--- src/hw/rtl/cpr_pkg.sv ---
// Shared types, widths, register map and status codes of the channel packet reassembler.
// No dependencies; every other file of the block imports this package.
package cpr_pkg;

	// Field widths of the header beat and of the result beat
	localparam int unsigned ADDR_W   = 32;
	localparam int unsigned CNT_W    = 32;
	localparam int unsigned CHAN_W   = 16;
	localparam int unsigned IDX_W    = 16;
	localparam int unsigned PLEN_W   = 16;
	localparam int unsigned SIZE_W   = 24;
	localparam int unsigned STATUS_W = 2;

	// Default header sizes in bytes
	localparam int unsigned PKT_HDR_BYTES  = 44;
	localparam int unsigned CHAN_HDR_BYTES = 16;
	localparam int unsigned CHAN_END_BYTES = 4;

	// Configuration port
	localparam int unsigned PADDR_W = 4;
	localparam int unsigned PDATA_W = 32;

	typedef enum logic [1:0] {
		REG_CHANNEL     = 2'd0,
		REG_FILTER_EN   = 2'd1,
		REG_EXPECT_ADDR = 2'd2
	} reg_idx_t;

	localparam logic [CHAN_W-1:0] CHANNEL_RESET = 16'd8;

	typedef enum logic [STATUS_W-1:0] {
		ST_COPIED    = 2'd0,
		ST_IGNORED   = 2'd1,
		ST_OVERFLOW  = 2'd2,
		ST_MALFORMED = 2'd3
	} status_t;

	typedef struct packed {
		logic [CHAN_W-1:0] channel_of_interest;
		logic              source_filter_enable;
		logic [ADDR_W-1:0] expected_source_addr;
	} cfg_t;

	typedef struct packed {
		logic [ADDR_W-1:0] source_addr;
		logic [CNT_W-1:0]  packet_counter;
		logic [CHAN_W-1:0] channel_id;
		logic [IDX_W-1:0]  index_in_channel;
		logic [IDX_W-1:0]  packets_in_channel;
		logic [SIZE_W-1:0] total_length;
		logic [PLEN_W-1:0] packet_length;
	} item_t;

	typedef struct packed {
		status_t           status;
		logic              counter_gap;
		logic [PLEN_W-1:0] copy_start;
		logic [PLEN_W-1:0] copy_length;
		logic [SIZE_W-1:0] write_offset;
		logic              channel_done;
		logic [SIZE_W-1:0] channel_size;
	} result_t;

	typedef struct packed {
		logic [CNT_W-1:0]  last_counter;
		logic              last_counter_valid;
		logic              synced;
		logic [SIZE_W-1:0] buffer_size;
		logic [SIZE_W-1:0] fill_position;
	} state_t;

endpackage

--- src/hw/rtl/cpr_regs.sv ---
// APB-style configuration registers of the channel packet reassembler.
// Depends on cpr_pkg for the register map and the configuration struct.
module cpr_regs (
	input  logic                          clk,
	input  logic                          arst_n,
	input  logic                          psel,
	input  logic                          penable,
	input  logic                          pwrite,
	input  logic [cpr_pkg::PADDR_W-1:0]   paddr,
	input  logic [cpr_pkg::PDATA_W-1:0]   pwdata,
	output logic [cpr_pkg::PDATA_W-1:0]   prdata,
	output logic                          pready,
	output cpr_pkg::cfg_t                 cfg
);
	import cpr_pkg::*;

	cfg_t     cfg_q;
	reg_idx_t idx;
	logic     wr_en;

	assign idx    = reg_idx_t'(paddr[PADDR_W-1:2]);
	assign wr_en  = psel && penable && pwrite;
	assign pready = 1'b1;
	assign cfg    = cfg_q;

	// Write on the access phase
	always_ff @(posedge clk or negedge arst_n) begin
		if (!arst_n) begin
			cfg_q.channel_of_interest  <= CHANNEL_RESET;
			cfg_q.source_filter_enable <= 1'b0;
			cfg_q.expected_source_addr <= '0;
		end else if (wr_en) begin
			case (idx)
				REG_CHANNEL:     cfg_q.channel_of_interest  <= pwdata[CHAN_W-1:0];
				REG_FILTER_EN:   cfg_q.source_filter_enable <= pwdata[0];
				REG_EXPECT_ADDR: cfg_q.expected_source_addr <= pwdata[ADDR_W-1:0];
				default: ;
			endcase
		end
	end

	// Read back
	always_comb begin
		prdata = '0;
		case (idx)
			REG_CHANNEL:     prdata = PDATA_W'(cfg_q.channel_of_interest);
			REG_FILTER_EN:   prdata = PDATA_W'(cfg_q.source_filter_enable);
			REG_EXPECT_ADDR: prdata = PDATA_W'(cfg_q.expected_source_addr);
			default:         prdata = '0;
		endcase
	end

endmodule

--- src/hw/rtl/cpr_step.sv ---
// Per-beat decision logic: sequence check, channel filter, header strip and fit check.
// Depends on cpr_pkg for the beat, result, state and configuration structs.
module cpr_step #(
	parameter int unsigned PACKET_HEADER_BYTES  = cpr_pkg::PKT_HDR_BYTES,
	parameter int unsigned CHANNEL_HEADER_BYTES = cpr_pkg::CHAN_HDR_BYTES,
	parameter int unsigned CHANNEL_END_BYTES    = cpr_pkg::CHAN_END_BYTES
) (
	input  cpr_pkg::item_t   item,
	input  cpr_pkg::state_t  st,
	input  cpr_pkg::cfg_t    cfg,
	output cpr_pkg::result_t res,
	output cpr_pkg::state_t  nxt
);
	import cpr_pkg::*;

	// Header byte counts are held in 17 bits; parameter values beyond that are truncated
	localparam int unsigned HW = PLEN_W + 1;
	localparam logic [HW-1:0] START_MID   = HW'(PACKET_HEADER_BYTES);
	localparam logic [HW-1:0] START_FIRST = HW'(PACKET_HEADER_BYTES + CHANNEL_HEADER_BYTES);
	localparam logic [HW-1:0] END_BYTES   = HW'(CHANNEL_END_BYTES);

	logic              first;
	logic              last;
	logic [HW-1:0]     start;
	logic [HW-1:0]     need;
	logic [PLEN_W-1:0] len;
	logic [SIZE_W:0]   fill_sum;
	logic [CNT_W-1:0]  cnt_step;
	logic              filtered;

	always_comb begin
		first    = (item.index_in_channel == '0);
		last     = (({1'b0, item.index_in_channel} + HW'(1)) == {1'b0, item.packets_in_channel});
		start    = first ? START_FIRST : START_MID;
		need     = start + (last ? END_BYTES : '0);
		len      = item.packet_length - need[PLEN_W-1:0];
		cnt_step = item.packet_counter - st.last_counter;
		filtered = cfg.source_filter_enable &&
			(item.source_addr != cfg.expected_source_addr);

		res        = '0;
		res.status = ST_IGNORED;
		nxt        = st;
		fill_sum   = '0;

		if (!filtered) begin
			// Sequence check: any step other than one drops sync
			if (st.last_counter_valid && (cnt_step != CNT_W'(1))) begin
				res.counter_gap = 1'b1;
				nxt.synced      = 1'b0;
			end
			nxt.last_counter       = item.packet_counter;
			nxt.last_counter_valid = 1'b1;

			if (item.channel_id == cfg.channel_of_interest) begin
				// Index zero syncs and latches the buffer size once
				if (first) begin
					nxt.synced        = 1'b1;
					nxt.fill_position = '0;
					if (st.buffer_size == '0) begin
						nxt.buffer_size = item.total_length;
					end
				end
				fill_sum = {1'b0, nxt.fill_position} + (SIZE_W + 1)'(len);

				if (nxt.synced) begin
					if ({1'b0, item.packet_length} < need) begin
						res.status = ST_MALFORMED;
					end else if (fill_sum > {1'b0, nxt.buffer_size}) begin
						res.status = ST_OVERFLOW;
					end else begin
						res.status        = ST_COPIED;
						res.copy_start    = start[PLEN_W-1:0];
						res.copy_length   = len;
						res.write_offset  = nxt.fill_position;
						nxt.fill_position = fill_sum[SIZE_W-1:0];
					end
					// Completion clears all state
					if (last) begin
						res.channel_done = 1'b1;
						res.channel_size = nxt.fill_position;
						nxt              = '0;
					end
				end
			end
		end
	end

endmodule

--- src/hw/rtl/channel_packet_reassembler.sv ---
// Path: a header beat accepted into the input register passes the state update, then the
// result register, before its result beat is valid; one beat per cycle sustained while
// out_ready keeps the result register free.
// An input register and a result register part the two sides, so one header is still
// taken while a result waits. Reset (arst_n low, asynchronous) clears the sequence and
// channel state and sets the registers to channel 8, filter off, expected address 0.
module channel_packet_reassembler #(
	parameter int unsigned PACKET_HEADER_BYTES  = cpr_pkg::PKT_HDR_BYTES,
	parameter int unsigned CHANNEL_HEADER_BYTES = cpr_pkg::CHAN_HDR_BYTES,
	parameter int unsigned CHANNEL_END_BYTES    = cpr_pkg::CHAN_END_BYTES
) (
	input  logic                           clk,
	input  logic                           arst_n,
	// Configuration port
	input  logic                           psel,
	input  logic                           penable,
	input  logic                           pwrite,
	input  logic [cpr_pkg::PADDR_W-1:0]    paddr,
	input  logic [cpr_pkg::PDATA_W-1:0]    pwdata,
	output logic [cpr_pkg::PDATA_W-1:0]    prdata,
	output logic                           pready,
	// Header beats
	input  logic                           in_valid,
	output logic                           in_ready,
	input  logic [cpr_pkg::ADDR_W-1:0]     source_addr,
	input  logic [cpr_pkg::CNT_W-1:0]      packet_counter,
	input  logic [cpr_pkg::CHAN_W-1:0]     channel_id,
	input  logic [cpr_pkg::IDX_W-1:0]      index_in_channel,
	input  logic [cpr_pkg::IDX_W-1:0]      packets_in_channel,
	input  logic [cpr_pkg::SIZE_W-1:0]     total_length,
	input  logic [cpr_pkg::PLEN_W-1:0]     packet_length,
	// Result beats
	output logic                           out_valid,
	input  logic                           out_ready,
	output logic [cpr_pkg::STATUS_W-1:0]   status,
	output logic                           counter_gap,
	output logic [cpr_pkg::PLEN_W-1:0]     copy_start,
	output logic [cpr_pkg::PLEN_W-1:0]     copy_length,
	output logic [cpr_pkg::SIZE_W-1:0]     write_offset,
	output logic                           channel_done,
	output logic [cpr_pkg::SIZE_W-1:0]     channel_size
);
	import cpr_pkg::*;

	cfg_t    cfg;
	item_t   item_s1;
	logic    valid_s1;
	result_t res_s2;
	logic    valid_s2;
	state_t  st_q;
	result_t res;
	state_t  nxt;
	logic    advance;
	logic    fire_s1;

	cpr_regs u_regs (
		.clk     (clk),
		.arst_n  (arst_n),
		.psel    (psel),
		.penable (penable),
		.pwrite  (pwrite),
		.paddr   (paddr),
		.pwdata  (pwdata),
		.prdata  (prdata),
		.pready  (pready),
		.cfg     (cfg)
	);

	cpr_step #(
		.PACKET_HEADER_BYTES  (PACKET_HEADER_BYTES),
		.CHANNEL_HEADER_BYTES (CHANNEL_HEADER_BYTES),
		.CHANNEL_END_BYTES    (CHANNEL_END_BYTES)
	) u_step (
		.item (item_s1),
		.st   (st_q),
		.cfg  (cfg),
		.res  (res),
		.nxt  (nxt)
	);

	// Flow control: the result register frees when empty or taken
	assign advance  = !valid_s2 || out_ready;
	assign fire_s1  = valid_s1 && advance;
	assign in_ready = !valid_s1 || advance;

	// Input register
	always_ff @(posedge clk or negedge arst_n) begin
		if (!arst_n) begin
			valid_s1 <= 1'b0;
		end else if (in_ready) begin
			valid_s1 <= in_valid;
		end
	end

	always_ff @(posedge clk) begin
		if (in_valid && in_ready) begin
			item_s1.source_addr        <= source_addr;
			item_s1.packet_counter     <= packet_counter;
			item_s1.channel_id         <= channel_id;
			item_s1.index_in_channel   <= index_in_channel;
			item_s1.packets_in_channel <= packets_in_channel;
			item_s1.total_length       <= total_length;
			item_s1.packet_length      <= packet_length;
		end
	end

	// Reassembly state: advance once per processed beat
	always_ff @(posedge clk or negedge arst_n) begin
		if (!arst_n) begin
			st_q <= '0;
		end else if (fire_s1) begin
			st_q <= nxt;
		end
	end

	// Result register
	always_ff @(posedge clk or negedge arst_n) begin
		if (!arst_n) begin
			valid_s2 <= 1'b0;
		end else if (advance) begin
			valid_s2 <= valid_s1;
		end
	end

	always_ff @(posedge clk) begin
		if (fire_s1) begin
			res_s2 <= res;
		end
	end

	assign out_valid    = valid_s2;
	assign status       = res_s2.status;
	assign counter_gap  = res_s2.counter_gap;
	assign copy_start   = res_s2.copy_start;
	assign copy_length  = res_s2.copy_length;
	assign write_offset = res_s2.write_offset;
	assign channel_done = res_s2.channel_done;
	assign channel_size = res_s2.channel_size;

endmodule

--- config.mk ---
export PLATFORM = sky130hd
export DESIGN_NAME = channel_packet_reassembler
export DESIGN_NICKNAME = d
export VERILOG_FILES = /design/src/hw/rtl/cpr_pkg.sv /design/src/hw/rtl/cpr_regs.sv /design/src/hw/rtl/cpr_step.sv /design/src/hw/rtl/channel_packet_reassembler.sv
export SDC_FILE = /design/constraint.sdc
export NUM_CORES = 1
export LEC_CHECK = 0
export BUFFER_PORTS_ARGS = -buffer_cell sky130_fd_sc_hd__buf_2
export CAP_MARGIN = 20
export CORE_ASPECT_RATIO = 1.5
export CORE_UTILIZATION = 41
export DETAILED_ROUTE_END_ITERATION = 10
export SLEW_MARGIN = 10
export SYNTH_ARGS = -nofsm -noshare
export SYNTH_HDL_FRONTEND = slang
export SYNTH_HIERARCHICAL = 1
export SYNTH_SLANG_ARGS = --single-unit
--- constraint.sdc ---
create_clock -name clk -period 10.2 [get_ports clk]
set_input_delay 0.51 -clock clk [delete_from_list [all_inputs] [get_ports clk]]
set_output_delay 0.51 -clock clk [all_outputs]
set_load 0.02 [all_outputs]
==> flow_metrics.env, run 1 <==
export IMPL_max_stage_delay_ns=0.49
export IMPL_relSlewSlack_pct=23.7
export IMPL_htreeDepth=2
export IMPL_dpl_hpwl_mm=39.5
export IMPL_cts_tree="yes"
export IMPL_first_global_vias=15154
export IMPL_cts_root_buf="clkbuf_16"
export IMPL_netlist_area_um2=20600
export IMPL_skew_ns=0.0209
export IMPL_final_setup_tns_ns=0
export IMPL_synth_seq_cells=369
export IMPL_max_vdd_ir_drop_mv=0.134
export IMPL_final_nets=2414
export IMPL_crit_family="simple AND/OR/NAND/NOR gates"
export IMPL_core_um2=49500
export IMPL_worstPathArrival_ns=9.85
export IMPL_slew_viol_final=0
export IMPL_numPortBuffers=310
export IMPL_cp_max_fo=14
export IMPL_via_per_inst=5.30
export IMPL_tightest_slew_ns=1.14
export IMPL_path_clk_slew_ns=0.07
export IMPL_cts_made_buffers=39
export IMPL_p_leak_nw=10.5
export IMPL_hold_class="primary input to asynchronous set/reset pin"
export IMPL_areaGrowthSynthToFinish_pct=17.3
export IMPL_critPathKind="flip-flop to flip-flop"
export IMPL_fin_cells=2837
export IMPL_rsz0062_at_grt="no"
export IMPL_clock_path_buffers=3
export IMPL_row_count=100
export IMPL_fmax_ghz=0.107
export IMPL_clk_latency_ns=0.55
export IMPL_synth_seq_area_share_pct=50.7
export IMPL_grt_pass1_wl_mm=83.6
export IMPL_grt_use_total_pct=21.0
export IMPL_overflow=0
export IMPL_vias=15030
export IMPL_cp_required_ns=10.68
export IMPL_post_route_drc_count=0
export IMPL_synth_edff_count=236
export IMPL_ys_flop_type="edfxtp_1"
export IMPL_ios=314
export IMPL_gp_congestion=0.935
export IMPL_hold_buffers=0
export IMPL_die_width_um=185
export IMPL_grt_antenna_before_repair=10
export IMPL_violations="negative hold slack"
export IMPL_synth_area_leaders="edfxtp_1 34%, dfrtp_1 16%, mux2_4 5.8%"
export IMPL_hold_violations=11
export IMPL_syn_area_per_cell_um2=11.2
export IMPL_syn_inst=1839
export IMPL_start_kind="flip-flop"
export IMPL_cts_sinks=369
export IMPL_worstSetupEndpointType="flip-flop"
export IMPL_grt_start_max_net_pins=80
export IMPL_slowest_stage="nor3_1"
export IMPL_drive_gt1_share_pct=25.1
export IMPL_cp_buffers_inverters=5
export IMPL_synth_cell_type_count=86
export IMPL_dieArea_um2=51100
export IMPL_drtIter0Drc=935
export IMPL_drtAntennaViolNets=0
export IMPL_yosys_area_top_type_share_pct=34.5
export IMPL_setup_viol=0
export IMPL_initial_core_util_pct=41.5
export IMPL_status="finished with violations"
export IMPL_yosys_warnings=6
export IMPL_ys_top_cells_by_count="236 x edfxtp_1, 165 x nor2_1, 143 x nand2_1"
export IMPL_wl_mm=53.4
export IMPL_dp_cells=2757
export IMPL_async_flop_share_pct=36.0
export IMPL_die_h_um=276
export IMPL_path_common_cell="ha_1"
export IMPL_period_share_pct=91.8
export IMPL_firstDrtPassIters=5
export IMPL_synthMostInstantiatedCell="edfxtp_1"
export IMPL_wl_per_cell_um=18.8
export IMPL_timing_hold_ws_ns=-0.0151
export IMPL_min_period_ns=9.37
export IMPL_yosysTopAreaCell="edfxtp_1"
export IMPL_drv_cap=0
export IMPL_power_density_nw_per_um2=200
==> registers in the layout, summed over array words and instances (netlist names) <==
signal,count
status,2
counter_gap,1
valid_s1,1
st_q,82
out_valid,1
u_regs/cfg,49
channel_done,1
channel_size,24
copy_start,16
item_s1,152
copy_length,16
write_offset,24
==> metrics by stage <==
stage	area (um2)	hold slack [ns]	util (%)	setup WS [ns]	power, mW
finish	24100	-0.0151	48.7	0.835	4.82
global route	24100	0.0452	48.7	0.116	5.09
CTS	24100	0.0214	48.6	0.747	4.87
detailed placement	22700	0.493	45.7	0.773	3.27
global placement	22700	0.490	45.7	0.911	3.25
floorplan	20600	0.214	-	1.65	2.91
==> report_power, final <==
group / switching [mW] / internal [mW]
sequential: 0.107 / 1.77
combinational: 0.815 / 0.562
clock: 0.605 / 0.963
==> layout by cell type, fill, tap and decap left out, types with 8 or more instances in the layout <==
cell	netlist	final
o21a_1	15	15
inv_1	86	85
ha_1	80	80
mux2_2	40	40
nand4_1	27	27
xor2_1	51	51
mux2_1	15	15
and2_1	32	31
nor2_1	165	165
or3_1	12	12
clkbuf_8	0	9
nand3_1	30	30
a21oi_1	133	133
o21bai_1	8	8
o21ai_1	12	12
nor4_1	31	31
clkbuf_16	0	40
buf_2	17	309
mux2_4	79	79
a211oi_1	9	9
or4_1	8	8
nor3_1	31	30
xnor2_1	71	71
buf_4	19	24
conb_1	2	13
dfrtp_1	132	132
mux2i_1	27	27
nand2_1	143	143
o21ai_0	64	63
o211ai_1	10	10
nand2b_1	13	13
and3_1	37	37
a21o_1	30	30
edfxtp_1	236	236
==> layout make-up <==
type | instances | area (um2)
inverters | 87 | 328
diodes | 7 | 17.5
flip-flops and latches | 369 | 10400
fillers | 4609 | 25400
well taps | 663 | 830
clock inverters | 21 | 304
repair buffers | 334 | 1740
multi-input cells | 1305 | 9350
clock buffers | 51 | 1130
==> kinds of logic after synthesis <==
logic type      share of synthesized area (%)
xor+xnor                                 5.20
simple gates                             13.6
fa+ha+maj                                5.16
buf+inv                                  4.34
compound gates                           10.9
flops                                    50.7
other cells                            0.0365
mux                                      10.1
==> worst paths after layout <==
| check | start | to | slack [ns] | depth (start not counted) |
|---|---|---|---|---|
| min in group clk | packet_counter[26] | item_s1[114]$_DFFE_PP_ | 0.13 | 1 |
| hold reg to reg | st_q[67]$_DFFE_PN0P_ | st_q[67]$_DFFE_PN0P_ | 0.51 | 1 |
| setup / recovery | item_s1[56]$_DFFE_PP_ | st_q[12]$_DFFE_PN0P_ | 0.83 | 38 |
| max in group asynchronous | arst_n | st_q[80]$_DFFE_PN0P_ | 8.82 | 2 |
| setup reg to reg | item_s1[56]$_DFFE_PP_ | st_q[12]$_DFFE_PN0P_ | 0.83 | 38 |
| hold / removal | arst_n | st_q[71]$_DFFE_PN0P_ | -0.02 | 1 |
==> worst register-to-register path, delay by kind of cell, from the launching register on <==
kind                       cells  cell delay, ns
muxes                          3            0.51
AOI/OAI and AO/OA              9            2.15
buffers and inverters          5            0.86
adders and majority gates      5            1.59
and+or+nand+nor               14            3.41
xor gates and xnor gates       2            0.36
DFF                            1            0.44
==> repair_timing <==
action,4_1_cts,5_1_grt
resized for setup,0,1
buffers inserted,0,0
setup endpoints to repair,0,14
endpoints found under the hold margin,0,0
==> per-layer routing <==
metal	track usage (%)	vias up	part of all wire, %
li1	-	7253	-
met1	24.8	7219	40
met2	37.7	446	52
met3	2.99	106	4.2
met4	8.37	6	3.6
met5	0	-	0.086
No activity file was read; power rests on OpenSTA's default activity.
==> run 2: changes to the inputs <==
PLACE_DENSITY = 0.63   (was default)
SYNTH_HIERARCHICAL = default   (was 1)
==> flow_metrics.env, run 2 <==
export IMPL_core_um2=44900
export IMPL_synth_edff_count=222
export IMPL_wl_per_cell_um=19.3
export IMPL_vias=13871
export IMPL_min_period_ns=9.33
export IMPL_first_global_vias=14240
export IMPL_grt_pass1_wl_mm=77.4
export IMPL_fmax_ghz=0.107
export IMPL_wl_met1_mm=18.3
export IMPL_worstPathArrival_ns=9.76
export IMPL_final_nets=2237
export IMPL_clock_path_buffers=3
export IMPL_top_register="item_s1"
export IMPL_wl_mm=49.8
export IMPL_power_mw=4.08
export IMPL_wl_met2_mm=26.7
export IMPL_slowest_stage="or4_1"
export IMPL_dr_wl_met3_mm=2.09
export IMPL_skew_ns=0.0211
export IMPL_dieArea_um2=46400
export IMPL_ios=314
export IMPL_gp_congestion=0.920
export IMPL_cts_tree="yes"
export IMPL_firstDrtPassIters=5
export IMPL_synthMostInstantiatedCell="edfxtp_1"
export IMPL_hold_class="primary input to flip-flop"
export IMPL_cp_required_ns=10.63
export IMPL_initial_core_util_pct=41.6
export IMPL_cts_made_buffers=38
export IMPL_async_flop_share_pct=37.5
export IMPL_overflow=0
export IMPL_ys_flop_type="edfxtp_1"
export IMPL_layout_commonest_cell="buf_2"
export IMPL_netlist_area_um2=18700
export IMPL_crit_family="compound AO/OA/AOI/OAI gates"
export IMPL_ys_top_cells_by_count="222 x edfxtp_1, 132 x dfrtp_1, 132 x nor2_1"
export IMPL_grt_start_max_net_pins=71
export IMPL_drtIter0Drc=623
export IMPL_final_setup_tns_ns=0
export IMPL_start_kind="flip-flop"
export IMPL_via_per_inst=5.38
export IMPL_cts_root_buf="clkbuf_16"
export IMPL_max_stage_delay_ns=0.59
export IMPL_yosysTopAreaCell="edfxtp_1"
export IMPL_clk_latency_ns=0.55
export IMPL_period_share_pct=91.5
export IMPL_yosys_warnings=0
export IMPL_max_vdd_ir_drop_mv=0.153
export IMPL_grt_use_total_pct=21.5
export IMPL_largest_reg_flops=152
export IMPL_areaGrowthSynthToFinish_pct=18.1
export IMPL_placement_cell_area_um2=20800
export IMPL_tightest_slew_ns=1.07
export IMPL_critPathKind="flip-flop to flip-flop"
export IMPL_power_density_nw_per_um2=185
export IMPL_synth_seq_area_share_pct=53.5
export IMPL_setup_viol=0
export IMPL_syn_area_per_cell_um2=11.3
export IMPL_relSlewSlack_pct=28.7
export IMPL_hold_violations=0
export IMPL_htreeDepth=2
export IMPL_p_leak_nw=9.24
export IMPL_drtAntennaViolNets=0
export IMPL_rsz0062_at_grt="no"
export IMPL_drv_cap=0
export IMPL_row_count=95
export IMPL_numPortBuffers=298
export IMPL_synth_cell_type_count=89
export IMPL_cts_sinks=355
export IMPL_status="finished clean"
export IMPL_yosys_area_top_type_share_pct=35.7
export IMPL_grt_antenna_before_repair=6
export IMPL_post_route_drc_count=0
export IMPL_cp_max_fo=9
export IMPL_drive_gt1_share_pct=25.1
export IMPL_die_h_um=263
export IMPL_maxUsedRoutingLayer="met5"
export IMPL_path_clk_slew_ns=0.07
export IMPL_worstSetupEndpointType="flip-flop"
export IMPL_dpl_hpwl_mm=37.5
export IMPL_synth_seq_cells=355
export IMPL_final_cell_mix="297 x buf_2, 222 x edfxtp_1, 132 x dfrtp_1"
export IMPL_cp_buffers_inverters=4
export IMPL_die_width_um=176
export IMPL_synth_area_leaders="edfxtp_1 36%, dfrtp_1 18%, ha_1 5.3%"
export IMPL_slew_viol_final=0
export IMPL_final_area_um2=22100
export IMPL_syn_inst=1659
[run 2: power by group]
part | internal (mW) | switching (mW)
Clock | 0.787 | 0.589
Combinational | 0.370 | 0.558
Sequential | 1.68 | 0.0940
Total | 2.84 | 1.24
[run 2: path summary, 6_finish.rpt]
check | startpoint | end | slack, ns | cells after the start
max in group asynchronous | arst_n | u_regs.cfg[48]$_DFFE_PN0P_ | 8.21 | 3
min | packets_in_channel[7] | item_s1[47]$_DFFE_PP_ | 0.13 | 1
min reg2reg | valid_s1$_DFFE_PN0N_ | out_valid$_DFFE_PN0P_ | 0.49 | 1
max reg2reg | item_s1[63]$_DFFE_PP_ | st_q[22]$_DFFE_PN0P_ | 0.87 | 39
max | item_s1[63]$_DFFE_PP_ | st_q[22]$_DFFE_PN0P_ | 0.87 | 39
min in group asynchronous | arst_n | st_q[55]$_DFFE_PN0P_ | 0.53 | 2
[run 2: cell families (layout without fill, tap and decap cells)]
| group | Yosys count | in the layout | synth area share (%) |
|---|---|---|---|
| other | 2 | 17 | 0.0402 |
| AOI/OAI and AO/OA | 353 | 353 | 13.1 |
| and+or+nand+nor | 494 | 494 | 13.2 |
| DFF | 355 | 355 | 53.5 |
| buffers and inverters | 168 | 488 | 3.89 |
| xor gates and xnor gates | 101 | 101 | 4.73 |
| adders and majority gates | 82 | 82 | 5.61 |
| muxes | 104 | 104 | 5.91 |
[run 2: layout make-up]
cell class                      instances  area (um2)
Fill cell                            4159       22900
Sequential cell                       355       10000
Multi-Input combinational cell       1147        8040
Timing Repair Buffer                  327        1730
Clock buffer                           53        1060
Tap cell                              582         728
Inverter                               91         342
Clock inverter                         17         171
Antenna cell                            4        10.0
[run 2: through the flow]
step	setup slack [ns]	hold slack, ns	cells	util, %
detailed placement	0.741	0.473	2499	46.3
floorplan	1.52	0.214	1670	-
CTS	0.660	0.100	2570	49.0
global route	0.0553	0.110	2576	49.1
global placement	0.973	0.470	2497	46.2
finish	0.871	0.132	2576	49.1
[run 2: routing by layer]
layer	track usage, %	vias up
li1	-	6685
met1	22.4	6671
met2	40.6	389
met3	3.41	122
met4	11.3	4
met5	0	-
[run 2: what timing repair did]
| action | 4_1_cts | 5_1_grt |
|---|---|---|
| endpoints found under the setup margin | 0 | 65 |
| setup buffers | 0 | 1 |
| gates resized for setup | 0 | 2 |
| hold endpoints to repair | 13 | 0 |
| hold buffers | 1 | 0 |
